**config.mk**
```make
export PLATFORM = sky130hd
export DESIGN_NAME = bbc_skid
export DESIGN_NICKNAME = d
export VERILOG_FILES = /design/src/design/bbc_pkg.sv /design/src/design/bbc_skid.sv
export SDC_FILE = /design/constraint.sdc
export NUM_CORES = 1
export LEC_CHECK = 0
export BUFFER_PORTS_ARGS = -buffer_cell sky130_fd_sc_hd__buf_2
export CORE_MARGIN = 5
export CORE_UTILIZATION = 51
export DETAILED_ROUTE_END_ITERATION = 16
export PLACE_DENSITY = 0.84
export SLEW_MARGIN = 25
export SYNTH_ARGS = -nofsm -noshare
export SYNTH_HDL_FRONTEND = slang
export SYNTH_SLANG_ARGS = --single-unit
export TNS_END_PERCENT = 5
```
**constraint.sdc**
```tcl
create_clock -name clock -period 4.4 [get_ports clock]
set_input_delay 0 -clock clock [delete_from_list [all_inputs] [get_ports clock]]
set_output_delay 0 -clock clock [all_outputs]
set_load 0.02 [all_outputs]
```
**src/design/bbc_pkg.sv**
```systemverilog
// ----------------------------------------------------------------------------
// Bracket balance checker package
// Types, character constants and code tables shared by the checker modules.
// ----------------------------------------------------------------------------
package bbc_pkg;

   // Kind of an open bracket as held in one stack cell.
   typedef enum logic [1:0] {
      KIND_NONE   = 2'd0,
      KIND_BRACE  = 2'd1,
      KIND_SQUARE = 2'd2,
      KIND_PAREN  = 2'd3
   } kind_type;

   // Status codes carried by each result beat.
   typedef enum logic [2:0] {
      STATUS_OK       = 3'd0,
      STATUS_MISMATCH = 3'd1,
      STATUS_UNCLOSED = 3'd2,
      STATUS_BALANCED = 3'd3,
      STATUS_OVERFLOW = 3'd4,
      STATUS_HALTED   = 3'd5
   } status_type;

   localparam logic [7:0]  CH_LBRACE  = 8'h7B;
   localparam logic [7:0]  CH_RBRACE  = 8'h7D;
   localparam logic [7:0]  CH_LSQUARE = 8'h5B;
   localparam logic [7:0]  CH_RSQUARE = 8'h5D;
   localparam logic [7:0]  CH_LPAREN  = 8'h28;
   localparam logic [7:0]  CH_RPAREN  = 8'h29;
   localparam logic [7:0]  CH_NEWLINE = 8'h0A;
   localparam logic [7:0]  CH_NONE    = 8'h00;
   localparam logic [23:0] LINE_MAX   = 24'hFFFFFF;
   localparam logic [23:0] LINE_FIRST = 24'd1;

   // One input beat.
   typedef struct packed {
      logic [7:0] character;
      logic       end_of_text;
   } req_type;

   // One result beat.
   typedef struct packed {
      status_type  status;
      logic [23:0] line_number;
      logic [7:0]  expected_char;
      logic [7:0]  found_char;
   } rsp_type;

   // Shift controls broadcast to every stack cell.
   typedef struct packed {
      logic push;
      logic pop;
   } cell_ctl_type;

   // Map an opening bracket to its kind, anything else to none.
   function automatic kind_type opener_kind(input logic [7:0] ch);
      kind_type k;
      k = KIND_NONE;
      if (ch == CH_LBRACE) k = KIND_BRACE;
      else if (ch == CH_LSQUARE) k = KIND_SQUARE;
      else if (ch == CH_LPAREN) k = KIND_PAREN;
      return k;
   endfunction

   // Map a closing bracket to its kind, anything else to none.
   function automatic kind_type closer_kind(input logic [7:0] ch);
      kind_type k;
      k = KIND_NONE;
      if (ch == CH_RBRACE) k = KIND_BRACE;
      else if (ch == CH_RSQUARE) k = KIND_SQUARE;
      else if (ch == CH_RPAREN) k = KIND_PAREN;
      return k;
   endfunction

   // Closing character for a bracket kind.
   function automatic logic [7:0] closer_char(input kind_type k);
      logic [7:0] c;
      case (k)
         KIND_BRACE:  c = CH_RBRACE;
         KIND_SQUARE: c = CH_RSQUARE;
         KIND_PAREN:  c = CH_RPAREN;
         default:     c = CH_NONE;
      endcase
      return c;
   endfunction

endpackage

```
**src/design/bbc_skid.sv**
```systemverilog
// ----------------------------------------------------------------------------
// Result skid buffer
// Output register plus one skid entry so the checker keeps taking beats while
// a result waits for the receiver.
// ----------------------------------------------------------------------------
module bbc_skid (
   input  logic             clock,
   input  logic             reset,
   input  logic             in_valid,
   output logic             in_ready,
   input  bbc_pkg::rsp_type in_data,
   output logic             out_valid,
   input  logic             out_ready,
   output bbc_pkg::rsp_type out_data
);
   import bbc_pkg::*;

   logic    out_valid_ff;
   logic    out_valid_in;
   logic    skid_valid_ff;
   logic    skid_valid_in;
   rsp_type out_data_ff;
   rsp_type out_data_in;
   rsp_type skid_data_ff;
   rsp_type skid_data_in;
   logic    take;
   logic    drain;

   assign in_ready = !skid_valid_ff;
   assign take     = in_valid && !skid_valid_ff;
   assign drain    = out_valid_ff && out_ready;

   // Move beats between the skid entry and the output register.
   always_comb begin
      out_valid_in  = out_valid_ff;
      skid_valid_in = skid_valid_ff;
      out_data_in   = out_data_ff;
      skid_data_in  = skid_data_ff;
      if (skid_valid_ff) begin
         if (drain) begin
            out_data_in   = skid_data_ff;
            skid_valid_in = 1'b0;
         end
      end else if (take) begin
         if (!out_valid_ff || drain) begin
            out_data_in  = in_data;
            out_valid_in = 1'b1;
         end else begin
            skid_data_in  = in_data;
            skid_valid_in = 1'b1;
         end
      end else if (drain) begin
         out_valid_in = 1'b0;
      end
   end

   always_ff @(posedge clock) begin
      if (reset) begin
         out_valid_ff  <= 1'b0;
         skid_valid_ff <= 1'b0;
      end else begin
         out_valid_ff  <= out_valid_in;
         skid_valid_ff <= skid_valid_in;
      end
   end

   always_ff @(posedge clock) begin
      out_data_ff  <= out_data_in;
      skid_data_ff <= skid_data_in;
   end

   assign out_valid = out_valid_ff;
   assign out_data  = out_data_ff;

endmodule

```
==> flow_results.org, run 1 <==
** Pwr
- Relative contribution of the clock network to total power :: 34.6%
- VDD sags by at most 0.000247 V.
- Static leakage :: 1.67 nW
- Final total power :: 1.86 mW
- Cell internal power was estimated by the tool at 1.45 mW.
- Total net switching power :: 0.405 mW
- Sw Share :: 21.8%
- Comb power frac :: between 10 and 15%
- Power density over the cells :: 417 mW/mm^2
- Sequential cells account for 54.1% of the total power.

** Route
- 1st-pass router iterations :: 4
- 1st-iter DRT viols :: ~140
- Dividing the detail-routed wire length by the instance count gives 17.3 um.
- The final layout contains routed wiring with a total length of approximately 6400 um.
- Using the TritonRoute via totals, the vias-per-cell ratio works out to 4.87.
- The final route contains 1812 vias.
- In the routed design, unresolved DRC markers number 0.
- The count of nets left with antenna violations once routing finished came out at 0.

** Clocking
- After clock tree synthesis, the repair step resized 0 gates.
- In this run the deepest clock path goes through 2 buffers.
- Clock latency on the worst-skew pair, taken at its later pin, is 0.34 ns.
- TritonCTS clock tree :: done
- Number of buffers inserted during clock tree synthesis :: 9
- The H-tree generated during clock tree synthesis spans 3 levels.
- TritonCTS sink count :: 88
- CTS clock-pin slew for the worst setup and hold paths :: approximately 0.080 ns
- The root buffer cell chosen for the clock tree is sky130_fd_sc_hd__clkbuf_8.

** Placement
- Post-placement worst setup slack :: 1.67 ns
- Hpwl dp :: 3880 um
- Area after detailed placement :: 0.00375 mm^2
- Final weighted congestion in routability-driven placement :: slightly below 0.8
- Input and output buffers added on the ports amount to 91.

** Timing
- Setup total negative slack on the finished layout was measured at 0 ns.
- Headroom to the max-slew limit came out at 55.5%.
- Max Freq :: 432 MHz
- For the pin with the worst max-slew slack, the measured transition is 0.666 ns.
- The count of final hold-check violations came to 0.
- Setup repair after global routing missed its margin :: false
- The worst path in the final design needs a cycle of 2.32 ns, including I/O delays and setup.
- The worst path meets setup with 2.08 ns of slack.
- Number of failing setup endpoints in the final timing report :: 0
- The final max-slew violation count is 0.
- Clock skew on the completed layout was measured at 0.00837 ns.
- Final worst-path cycle share :: 52.7%

** Status
- Run status :: completed

** Finish
- Area added between synthesis and finish :: 38.1%
- The finished cells cover 0.00445 mm^2.
- Multi-input gate area in the final layout :: 556 um^2
- Fin nets :: 338
- The repair_antennas step left the layout with diodes totalling 0.
- In the final layout, the share of cells above drive strength 1 is 51.2%.
- Counting the fill cells in the layout gives a little under 400.
- Registers take 0.00263 mm^2.
- At the end of the flow the core is filled with cells to a little under three quarters.

** Yosys
- Yosys mapped the design onto 14 distinct sky130hd cell types.
- Summed instance area of the synthesized netlist :: 0.00322 mm^2
- Count of synthesis-stage warnings from yosys :: 0
- The share of the Yosys chip area taken by registers is 81.5%.
- Syn nets :: slightly below 200
- After synthesis, the mean cell area works out to 21.9 um^2.
- Synthesized netlist cell count :: approximately 150
- The synthesized design contains 88 register bits.

** Min path
- Classification of the worst-slack hold path :: input port to flop

** Die
- The floorplan has 29 rows.
- The region available for standard cell placement spans around 0.0062 mm^2.
- Initial Utilization :: 51.6%
- Die height :: 89.5 um
- From left edge to right edge, the die measures 89.5 um.
- The die covers approximately 0.008 mm^2.
- I/O pin cnt :: 92

** Global route
- After global routing the overflow that remains totals 0.
- After global routing, the most crowded layer is met2.
- Global routing usage on met2 :: 28.1%
- The first global-routing pass estimated just under 10000 um of wire.
- Routing usage on met3 :: 4.15%
- The number of antenna violations at the first check in global routing was 0.
- M1 GR Usage :: a little over a fifth
- In the global route stage, overall resource usage came out at 16.7%.
- The number of global-route vias before repair came to 1928.
- Largest net degree at the start of global routing :: 49

** Critical path
- Category of the critical setup timing path :: flop to flop
- Crit start category :: flop
- Top fanout value on the critical path :: between 40 and 50
- For the worst setup path, the data required time is between 4 and 5 ns.
- Crit path arrival time :: 2.33 ns
- The slowest stage of the critical path belongs to the cell sky130_fd_sc_hd__dfxtp_4.
- In this design, the stage delay of the slowest critical-path cell is 0.76 ns.
- Crit-path cells :: mux2i_1, a21oi_4, buf_4
- Crit path capture type :: flop
- Broken down by cell family, the worst path's largest delay share belongs to flip-flops.
- Together, buffers and inverters on the worst path number 1.

** Run
- The tool flagged a number of max-cap violations equal to 0.
-- worst register-to-register path: stages (launching register included) --
cell and delay (ns):
sky130_fd_sc_hd__dfxtp_4 0.76, sky130_fd_sc_hd__mux2i_1 0.23, sky130_fd_sc_hd__a21oi_4 0.56, sky130_fd_sc_hd__buf_4 0.44
-- layout by cell type, fill, tap and decap left out, drive strengths merged --
cell	count
nor2b	1
nand2b	1
dfxtp	2
and4	1
dlygate4sd3	46
bufinv	3
buf	92
clkinvlp	2
clkbuf	9
clkinv	1
a211oi	1
a21oi	2
o32ai	1
inv	3
edfxtp	86
mux2i	1
mux2	43
-- sequential cells by signal, summed over array words and instances, names as in the netlist --
register,count
out_valid,1
skid_data_ff,43
out_data,43
skid_valid_ff,1
-- power by group through the flow --
| stage | combinational [mW] | sequential, mW | clock (mW) |
|---|---|---|---|
| 4_1_cts | 0.209 | 1.01 | 0.650 |
| 3_5_place_dp | 0.177 | 1.02 | 0 |
| 2_1_floorplan | 0.0649 | 1.06 | 0 |
| 6_report | 0.208 | 1.00 | 0.643 |
| 3_3_place_gp | 0.172 | 1.02 | 0 |
| 5_1_grt | 0.223 | 1.01 | 0.691 |
-- final cells by class --
cell class | count | share of cell area (%)
clock buffer | 9 | 2.79
clock inverter | 6 | 2.45
inverter | 3 | 0.253
multi-input combinational | 51 | 12.5
sequential | 88 | 59.1
tap | 77 | 2.17
timing repair buffer | 138 | 20.8
-- metrics by stage --
stage | hold WS (ns) | std cells
3_5_place_dp | 0.192 | 311
6_report | 0.0259 | 372
3_3_place_gp | 0.189 | 311
2_1_floorplan | 0.0785 | 147
5_1_grt | 0.0417 | 372
4_1_cts | 0.00979 | 372
-- final timing paths --
path,slack (ns),cells past startpoint,end,startpoint
max,2.08,3,out_data[21],skid_valid_ff
min reg2reg,0.55,1,out_data[35],skid_data_ff[35]
min,0.03,3,out_valid,out_ready
max reg2reg,2.08,3,out_data[21],skid_valid_ff
-- routing by layer --
layer  wire length [um]  up-vias
li1                   -      872
met1               2640      866
met2               3300       68
met3                442        6
met4                 59        0
met5                  0        -
-- kinds of logic (layout without fill, tap and decap cells) --
group	after synthesis	after routing	synth area share (%)
simple gates	3	3	0.661
mux	44	44	15.4
flops	88	88	81.5
compound gates	4	4	0.816
buf+inv	8	156	1.71
-- synthesized netlist by cell type --
cell type                  count  share of area [%]
sky130_fd_sc_hd__edfxtp_1     86                 80
sky130_fd_sc_hd__mux2_2       42                 15
sky130_fd_sc_hd__buf_6         3                1.0
sky130_fd_sc_hd__inv_1         3               0.35
sky130_fd_sc_hd__mux2_1        1               0.35
sky130_fd_sc_hd__and4_1        1               0.27
sky130_fd_sc_hd__buf_2         2               0.31
sky130_fd_sc_hd__dfxtp_1       2                1.2
sky130_fd_sc_hd__a21oi_1       2               0.31
sky130_fd_sc_hd__a211oi_1      1               0.23
sky130_fd_sc_hd__nor2b_1       1               0.19
sky130_fd_sc_hd__o32ai_1       1               0.27
sky130_fd_sc_hd__mux2i_1       1               0.31
sky130_fd_sc_hd__nand2b_1      1               0.19
-- repair_timing --
action	4_1_cts	5_1_grt
setup buffers	0	0
hold buffers	46	0
hold endpoints to repair	88	0
No activity file was read; power rests on OpenSTA's default activity.
==> run 2, diff against run 1 <==
- ABC_AREA: default -> 1
- PLACE_DENSITY: 0.84 -> 0.83
- clock period: 4.4 -> 2.14 ns (I/O delays scaled with it)
==> flow_results.org, run 2 <==
** Route
- The detailed-routing iteration count for the pre-antenna-repair pass came to 4 (unchanged).
- Final wirelength :: 6620 um (was 6440 um)
- 1st-iter DRT viols :: 79 (was 142)
- Post-DRT Antenna Nets :: 0 (unchanged)
- The per-cell via count in the routed design came to 4.77 (was 4.87).
- The residual DRC count is 0 (unchanged).
- Via Count :: 2227 (was 1812)
- The mean routed wirelength per cell came to 14.2 um (was 17.3 um).

** Yosys
- The count of cell types in the netlist is 13 (was 14).
- The number of warnings issued by yosys is 0 (unchanged).
- XOR/XNOR Fraction of Synth Area :: 0% (unchanged)
- The fraction of the yosys area taken by sequential cells came to 80.1% (was 81.5%).
- The instance count of the mapped netlist came to 245 (was 147).
- Top area cells in the synthesized netlist :: sky130_fd_sc_hd__edfxtp_1 79%, sky130_fd_sc_hd__nand2_1 16%, sky130_fd_sc_hd__clkbuf_8 1.7% (was sky130_fd_sc_hd__edfxtp_1 80%, sky130_fd_sc_hd__mux2_2 15%, sky130_fd_sc_hd__dfxtp_1 1.2%)
- The adder and majority cell fraction of the synthesized area came to 0% (unchanged).
- The synthesized area per cell is 13.4 um^2 (was 21.9 um^2).
- The multiplexer share of the synthesized area was 0% (was 15.4%).
- The fraction of synthesized cell area taken by the top area cell type was 78.9% (was 80.2%).
- The number of synthesized register bits was 88 (unchanged).
- Top cell types by occurrence after synthesis :: 136 x sky130_fd_sc_hd__nand2_1, 86 x sky130_fd_sc_hd__edfxtp_1, 6 x sky130_fd_sc_hd__inv_1 (was 86 x sky130_fd_sc_hd__edfxtp_1, 42 x sky130_fd_sc_hd__mux2_2, 3 x sky130_fd_sc_hd__buf_6, 3 x sky130_fd_sc_hd__inv_1)
- Dominant combinational cell family by area after synthesis :: simple AND/OR/NAND/NOR gates (was multiplexers)
- Most frequently used flop master after synthesis :: sky130_fd_sc_hd__edfxtp_1 (unchanged)
- Async set-reset flop share out of synthesis :: 0% (unchanged)
- Most common cell in the synthesized netlist :: sky130_fd_sc_hd__nand2_1 (was sky130_fd_sc_hd__edfxtp_1)
- The simple-gate share of the synthesized area came to 16.0% (was 0.661%).
- The total standard cell area after synthesis was 0.00327 mm^2 (was 0.00322 mm^2).
- The number of flops mapped to enable cells by yosys is 86 (unchanged).
- Most area-hungry cell type in the Yosys netlist :: sky130_fd_sc_hd__edfxtp_1 (unchanged)
- Compound-cell area share of the yosys netlist :: 0.420% (was 0.816%)
- The synthesized net count came to 292 (was 194).

** Critical path
- Crit start category :: flop (unchanged)
- Top fanout value on the critical path :: 26 (was 48)
- Crit path arrival time :: 2.08 ns (was 2.33 ns)
- Category of the critical setup timing path :: flop to flop (unchanged)
- Crit path capture type :: flop (unchanged)
- The data required time at the worst endpoint came to 2.41 ns (was 4.41 ns).

** Global route
- Largest net degree at the start of global routing :: 45 (was 49)
- The overall routing resource usage came to 17.0% (was 16.7%).
- Congestion Overflow GR :: 0 (unchanged)
- The number of global-route vias before repair was 2257 (was 1928).
- Initial antenna violation count :: 0 (unchanged)
- The first-pass GRT wire length is 10900 um (was 9710 um).

** Pwr
- Max VDD drop :: 0.000473 V (was 0.000247 V)
- The leakage power total came to 1.90 nW (was 1.67 nW).
- The cell area power density came to 763 mW/mm^2 (was 417 mW/mm^2).

** Clocking
- CTS clock-pin slew for the worst setup and hold paths :: 0.08 ns (about the same)
- The worst-case clock buffer depth was 2 (unchanged).
- The CTS tree is done (unchanged).
- Clock latency on the worst-skew pair :: 0.34 ns (about the same)
- TritonCTS sink count :: 88 (unchanged)
- The number of H-tree levels was 3 (unchanged).
- The clock root buffer is sky130_fd_sc_hd__clkbuf_8 (unchanged).
- Number of buffers inserted during clock tree synthesis :: 9 (unchanged)

** Die
- The chip width was 90.1 um (was 89.5 um).
- Std-Cell Core Area :: 0.00631 mm^2 (was 0.00624 mm^2)
- Die area :: 0.00812 mm^2 (was 0.00800 mm^2)
- Die height :: 90.1 um (was 89.5 um)
- The effective utilization at floorplan was 51.9% (was 51.6%).
- The I/O pin total came to 92 (unchanged).
- The floorplan row count was 29 (unchanged).

** Placement
- Hpwl dp :: 4120 um (was 3880 um)
- The worst slack at placement came to 0.413 ns (was 1.67 ns).
- Final weighted congestion in routability-driven placement :: 0.746 (was 0.772)
- The quantity of I/O buffers inserted on ports came to 91 (unchanged).

** Finish
- The count of nets after finishing was 434 (was 338).
- The synthesis-to-layout area growth came to 34.5% (was 38.1%).
- Filler cells :: 462 (was 396)
- The fraction of final layout cells sized beyond drive strength 1 is 29.0% (was 51.2%).
- Commonest non-fill, non-tap cells in the layout: 136 x sky130_fd_sc_hd__nand2_1, 91 x sky130_fd_sc_hd__buf_2, 86 x sky130_fd_sc_hd__edfxtp_1 (was 91 x sky130_fd_sc_hd__buf_2, 86 x sky130_fd_sc_hd__edfxtp_1, 46 x sky130_fd_sc_hd__dlygate4sd3_1).
- The leading cell type in the layout, fill and taps excluded is sky130_fd_sc_hd__nand2_1 (was sky130_fd_sc_hd__buf_2).
- ANT cells :: 0 (unchanged)

** Timing
- Max Freq :: 553 MHz (was 432 MHz)
- The count of final hold-check violations is 0 (unchanged).
- The worst max-slew margin expressed relative to the limit is 71.3% (was 55.5%).
- Actual transition at the worst max-transition pin :: 0.430 ns (was 0.666 ns)
- Worst Slack Setup Final :: 0.332 ns (was 2.08 ns)
- The final max-slew violation count is 0 (unchanged).
- The final critical path time including I/O delays and setup is 1.81 ns (was 2.32 ns).
- Final worst-path cycle share :: 84.5% (was 52.7%)
- Number of failing setup endpoints in the final timing report :: 0 (unchanged)
- Worst Skew :: 0.00890 ns (was 0.00837 ns)
- The final setup TNS is 0 ns (unchanged).
- Setup repair after global routing missed its margin: false (unchanged).

** Status
- Run status :: completed (unchanged)

** Min path
- The class of the tightest hold or removal check was input port to flop (unchanged).

** Run
- The max-cap violation count is 0 (unchanged).
## run 2: what timing repair did
item,in CTS,in global routing
endpoints found under the hold margin,88,0
setup buffers,0,0
hold buffers,45,0
setup endpoints to repair,0,0
gates resized for setup,0,0
## run 2: path summary, 6_finish.rpt
| kind | from | endpoint | slack [ns] | cells past startpoint |
|---|---|---|---|---|
| max | skid_valid_ff | skid_valid_ff | 0.33 | 4 |
| min | out_ready | out_valid | 0.07 | 6 |
| max reg2reg | skid_valid_ff | skid_valid_ff | 0.33 | 4 |
| min reg2reg | skid_data_ff[20] | out_data[20] | 0.52 | 2 |
## run 2: power by group
group | switching [mW] | internal (mW)
Combinational | 0.241 | 0.167
Sequential | 0.0284 | 2.00
Clock | 0.523 | 0.399
Total | 0.793 | 2.57
## run 2: layout make-up
type | count | area (um^2) | area share, %
Clock buffer | 9 | 124 | 2.81
Clock inverter | 5 | 26.3 | 0.596
Inverter | 7 | 26.3 | 0.596
Multi-Input combinational cell | 141 | 548 | 12.4
Sequential cell | 88 | 2620 | 59.6
Tap cell | 77 | 96.3 | 2.19
Timing Repair Buffer | 140 | 961 | 21.8
## run 2: through the flow
stage | hold WS [ns] | area (um^2) | utilization [%] | std cells | total power, mW
2_1_floorplan | 0.0624 | 3290 | - | 245 | 2.27
3_3_place_gp | 0.183 | 3800 | 60.3 | 408 | 2.40
3_5_place_dp | 0.192 | 3800 | 60.3 | 408 | 2.42
4_1_cts | 0.0496 | 4410 | 69.8 | 467 | 3.39
5_1_grt | 0.0852 | 4410 | 69.8 | 467 | 3.53
6_report | 0.0653 | 4410 | 69.8 | 467 | 3.36
## run 2: worst max-delay path: stages, from the launching register on
cell and delay (ns):
sky130_fd_sc_hd__dfxtp_2 0.58, sky130_fd_sc_hd__buf_4 0.36, sky130_fd_sc_hd__nand2_1 0.12, sky130_fd_sc_hd__a21oi_2 0.13, sky130_fd_sc_hd__dlygate4sd3_1 0.55
## run 2: routing by layer
| metal | track usage, % | vias up | share of wire [%] |
|---|---|---|---|
| li1 | - | 1098 | - |
| met1 | 20.4 | 1039 | 40 |
| met2 | 28.9 | 81 | 52 |
| met3 | 4.76 | 9 | 6.4 |
| met4 | 6.70 | 0 | 1.4 |
| met5 | 0 | - | 0 |
## run 2: cell families (layout without fill, tap and decap cells)
logic type / Yosys count / in the layout
AND/OR/NAND/NOR: 139 / 139
flip-flops: 88 / 88
buffers and inverters: 16 / 161
AO/OA/AOI/OAI: 2 / 2
==> run 3, diff against run 2 <==
- ABC_AREA: 1 -> 0
- CORE_UTILIZATION: 51 -> 46
- PLACE_DENSITY: 0.83 -> 0.8
- clock period: 2.14 -> 1.6 ns (I/O delays scaled with it)
==> flow_results.org, run 3 (synthesis results as in run 1) <==
** Timing
- Count of final max-slew check failures :: 0 (unchanged)
- Fin. Hold Viols :: 0 (unchanged)
- Setup repair after global routing missed its margin: false (unchanged).
- Worst hold slack across all endpoints :: 0.301 ns (was 0.0653 ns)
- Max Freq :: 663 MHz (was 553 MHz)
- The number of failing setup endpoints in the final timing report came to 0 (unchanged).
- Actual transition at the worst max-transition pin :: 0.242 ns (was 0.430 ns)
- The worst max-slew margin expressed relative to the limit came to 83.4% (was 71.3%).
- Worst Skew :: 0.00747 ns (was 0.00890 ns)
- The final critical path time including I/O delays and setup came to 1.51 ns (was 1.81 ns).
- The period utilization is 94.3% (was 84.5%).
- Total negative slack :: 0 ns (unchanged)
- The slack of the critical path came to 0.0909 ns (was 0.332 ns).

** Route
- The total number of vias is 1924 (was 2227).
- Routed length per instance :: 17.7 um (was 14.2 um)
- Via count normalized by instance count :: 4.85 (was 4.77)
- Post-DRT Antenna Nets :: 0 (unchanged)
- Post-route DRC :: 0 (unchanged)
- The initial detailed-routing violation count came to 78 (was 79).
- Final wirelength :: 7040 um (was 6620 um)
- The detailed-routing iteration count for the pre-antenna-repair pass came to 4 (unchanged).

** Global route
- Vias in the first global route :: 2087 (was 2257)
- The first-pass GRT wire length was 10600 um (was 10900 um).
- The total grt overflow came to 0 (unchanged).
- The maximum number of pins on one net before global-route repair came to 47 (was 45).
- Initial antenna violation count :: 0 (unchanged)
- The overall routing resource usage is 16.3% (was 17.0%).

** Clocking
- The clock root buffer is sky130_fd_sc_hd__clkbuf_8 (unchanged).
- The clock network latency to the later pin of the worst-skew pair came to 0.34 ns (about the same).
- Number of buffers inserted during clock tree synthesis :: 9 (unchanged)
- Deepest clock path buffer count :: 2 (unchanged)
- The clock input transition at the sequential cells of the worst setup and hold paths is 0.08 ns (about the same).
- TritonCTS sink count :: 88 (unchanged)
- The number of H-tree levels was 3 (unchanged).
- TritonCTS clock tree :: done (unchanged)
- Post-CTS setup buffer count :: 0 (unchanged)

** Die
- The chip width is 93.7 um (was 90.1 um).
- Die height :: 93.7 um (was 90.1 um)
- The area of the placeable core came to 0.00679 mm^2 (was 0.00631 mm^2).
- I/O pin cnt :: 92 (unchanged)
- The floorplan row count was 30 (was 29).
- Initial Utilization :: 47.4% (was 51.9%)
- Die area :: 0.00877 mm^2 (was 0.00812 mm^2)

** Finish
- The count of nets after finishing is 344 (was 434).
- The utilization after layout came to 67.2% (was 69.8%).
- The non-filler instance count after layout is 397 (was 467).
- Design area :: 0.00456 mm^2 (was 0.00441 mm^2)
- Commonest non-fill, non-tap cells in the layout :: 91 x sky130_fd_sc_hd__buf_2, 86 x sky130_fd_sc_hd__edfxtp_1, 47 x sky130_fd_sc_hd__dlygate4sd3_1 (was 136 x sky130_fd_sc_hd__nand2_1, 91 x sky130_fd_sc_hd__buf_2, 86 x sky130_fd_sc_hd__edfxtp_1)
- The filler cell count was 466 (was 462).
- The count of inserted antenna diode cells is 0 (unchanged).
- The sequential cell area in the final layout came to 0.00263 mm^2 (was 0.00262 mm^2).
- The leading cell type in the layout, fill and taps excluded is sky130_fd_sc_hd__buf_2 (was sky130_fd_sc_hd__nand2_1).
- The area of the multi-input gates was 554 um^2 (was 548 um^2).
- Ratio of cells with drive above 1 in the final layout :: 51.5% (was 29.0%)
- Area added between synthesis and finish :: 41.8% (was 34.5%)

** Critical path
- Top fanout value on the critical path :: 23 (was 26)
- Critical path data required time :: 1.88 ns (was 2.41 ns)
- The kind of start point of the critical path is a flop (unchanged).
- The worst setup path category is flop to flop (unchanged).
- The endpoint arrival time on the critical path was 1.79 ns (was 2.08 ns).
- Crit path capture type :: flop (unchanged)

** Placement
- Hpwl dp :: 4060 um (was 4120 um)
- Number of cells in the design after placement :: 334 (was 408)
- Final weighted congestion in routability-driven placement :: 0.703 (was 0.746)
- The worst slack at placement is 0.296 ns (was 0.413 ns).
- The quantity of I/O buffers inserted on ports was 91 (unchanged).
- Area after detailed placement :: 0.00384 mm^2 (was 0.00380 mm^2)

** Pwr
- The cell area power density came to 1120 mW/mm^2 (was 763 mW/mm^2).
- Final total power :: 5.12 mW (was 3.36 mW)
- Static leakage :: 1.72 nW (was 1.90 nW)
- Max VDD drop :: 0.000718 V (was 0.000473 V)

** Status
- Run status: completed (unchanged).

** Min path
- The class of the tightest hold or removal check was input port to flop (unchanged).

** Run
- Maximum Capacitance Violations :: 0 (unchanged)
[run 3: cell types whose count changed in the layout (fill, tap and decap cells not counted), moves of 3 or more]
| cell | change |
|---|---|
| sky130_fd_sc_hd__bufinv_16 | +3 |
| sky130_fd_sc_hd__clkinv_2 | -3 |
| sky130_fd_sc_hd__mux2_2 | +42 |
| sky130_fd_sc_hd__nand2_1 | -136 |
[run 3: what timing repair did]
item | 4_1_cts | 5_1_grt
endpoints found under the setup margin | 0 | 1
hold buffers | 47 | 0
endpoints found under the hold margin | 88 | 0
gates resized for setup | 0 | 1
[run 3: layout make-up]
cell class | count | area share, %
clock inverter | 4 | 2.06
timing repair buffer | 144 | 22.5
clock buffer | 11 | 2.88
multi-input combinational | 51 | 12.1
inverter | 3 | 0.247
sequential | 88 | 57.6
tap | 96 | 2.63
[run 3: path summary, 6_finish.rpt]
path | from | end | slack [ns] | cells past startpoint
hold / removal | out_ready | out_data[34] | 0.30 | 4
hold reg to reg | skid_data_ff[42] | out_data[42] | 0.55 | 1
setup / recovery | skid_valid_ff | skid_valid_ff | 0.09 | 4
setup reg to reg | skid_valid_ff | skid_valid_ff | 0.09 | 4
[run 3: per-layer routing]
layer	up-vias	global-route usage, %	share of wire [%]
met5	-	0	0
met4	0	8.78	2.8
met3	19	4.33	5.3
met2	61	29.2	54
met1	962	17.4	38
li1	882	-	-
[run 3: where the power goes]
| group | internal (mW) | leakage [nW] | switching [mW] |
|---|---|---|---|
| clock network | 1.03 | 0.111 | 0.719 |
| registers | 2.69 | 0.823 | 0.0416 |
| logic | 0.301 | 0.788 | 0.340 |
[run 3: critical path, cell delays in order, from the launching register on]
cell and delay, ns:
sky130_fd_sc_hd__dfxtp_4 0.39, sky130_fd_sc_hd__buf_12 0.19, sky130_fd_sc_hd__a21oi_1 0.06, sky130_fd_sc_hd__a211oi_1 0.21
sky130_fd_sc_hd__dlygate4sd3_1 0.60
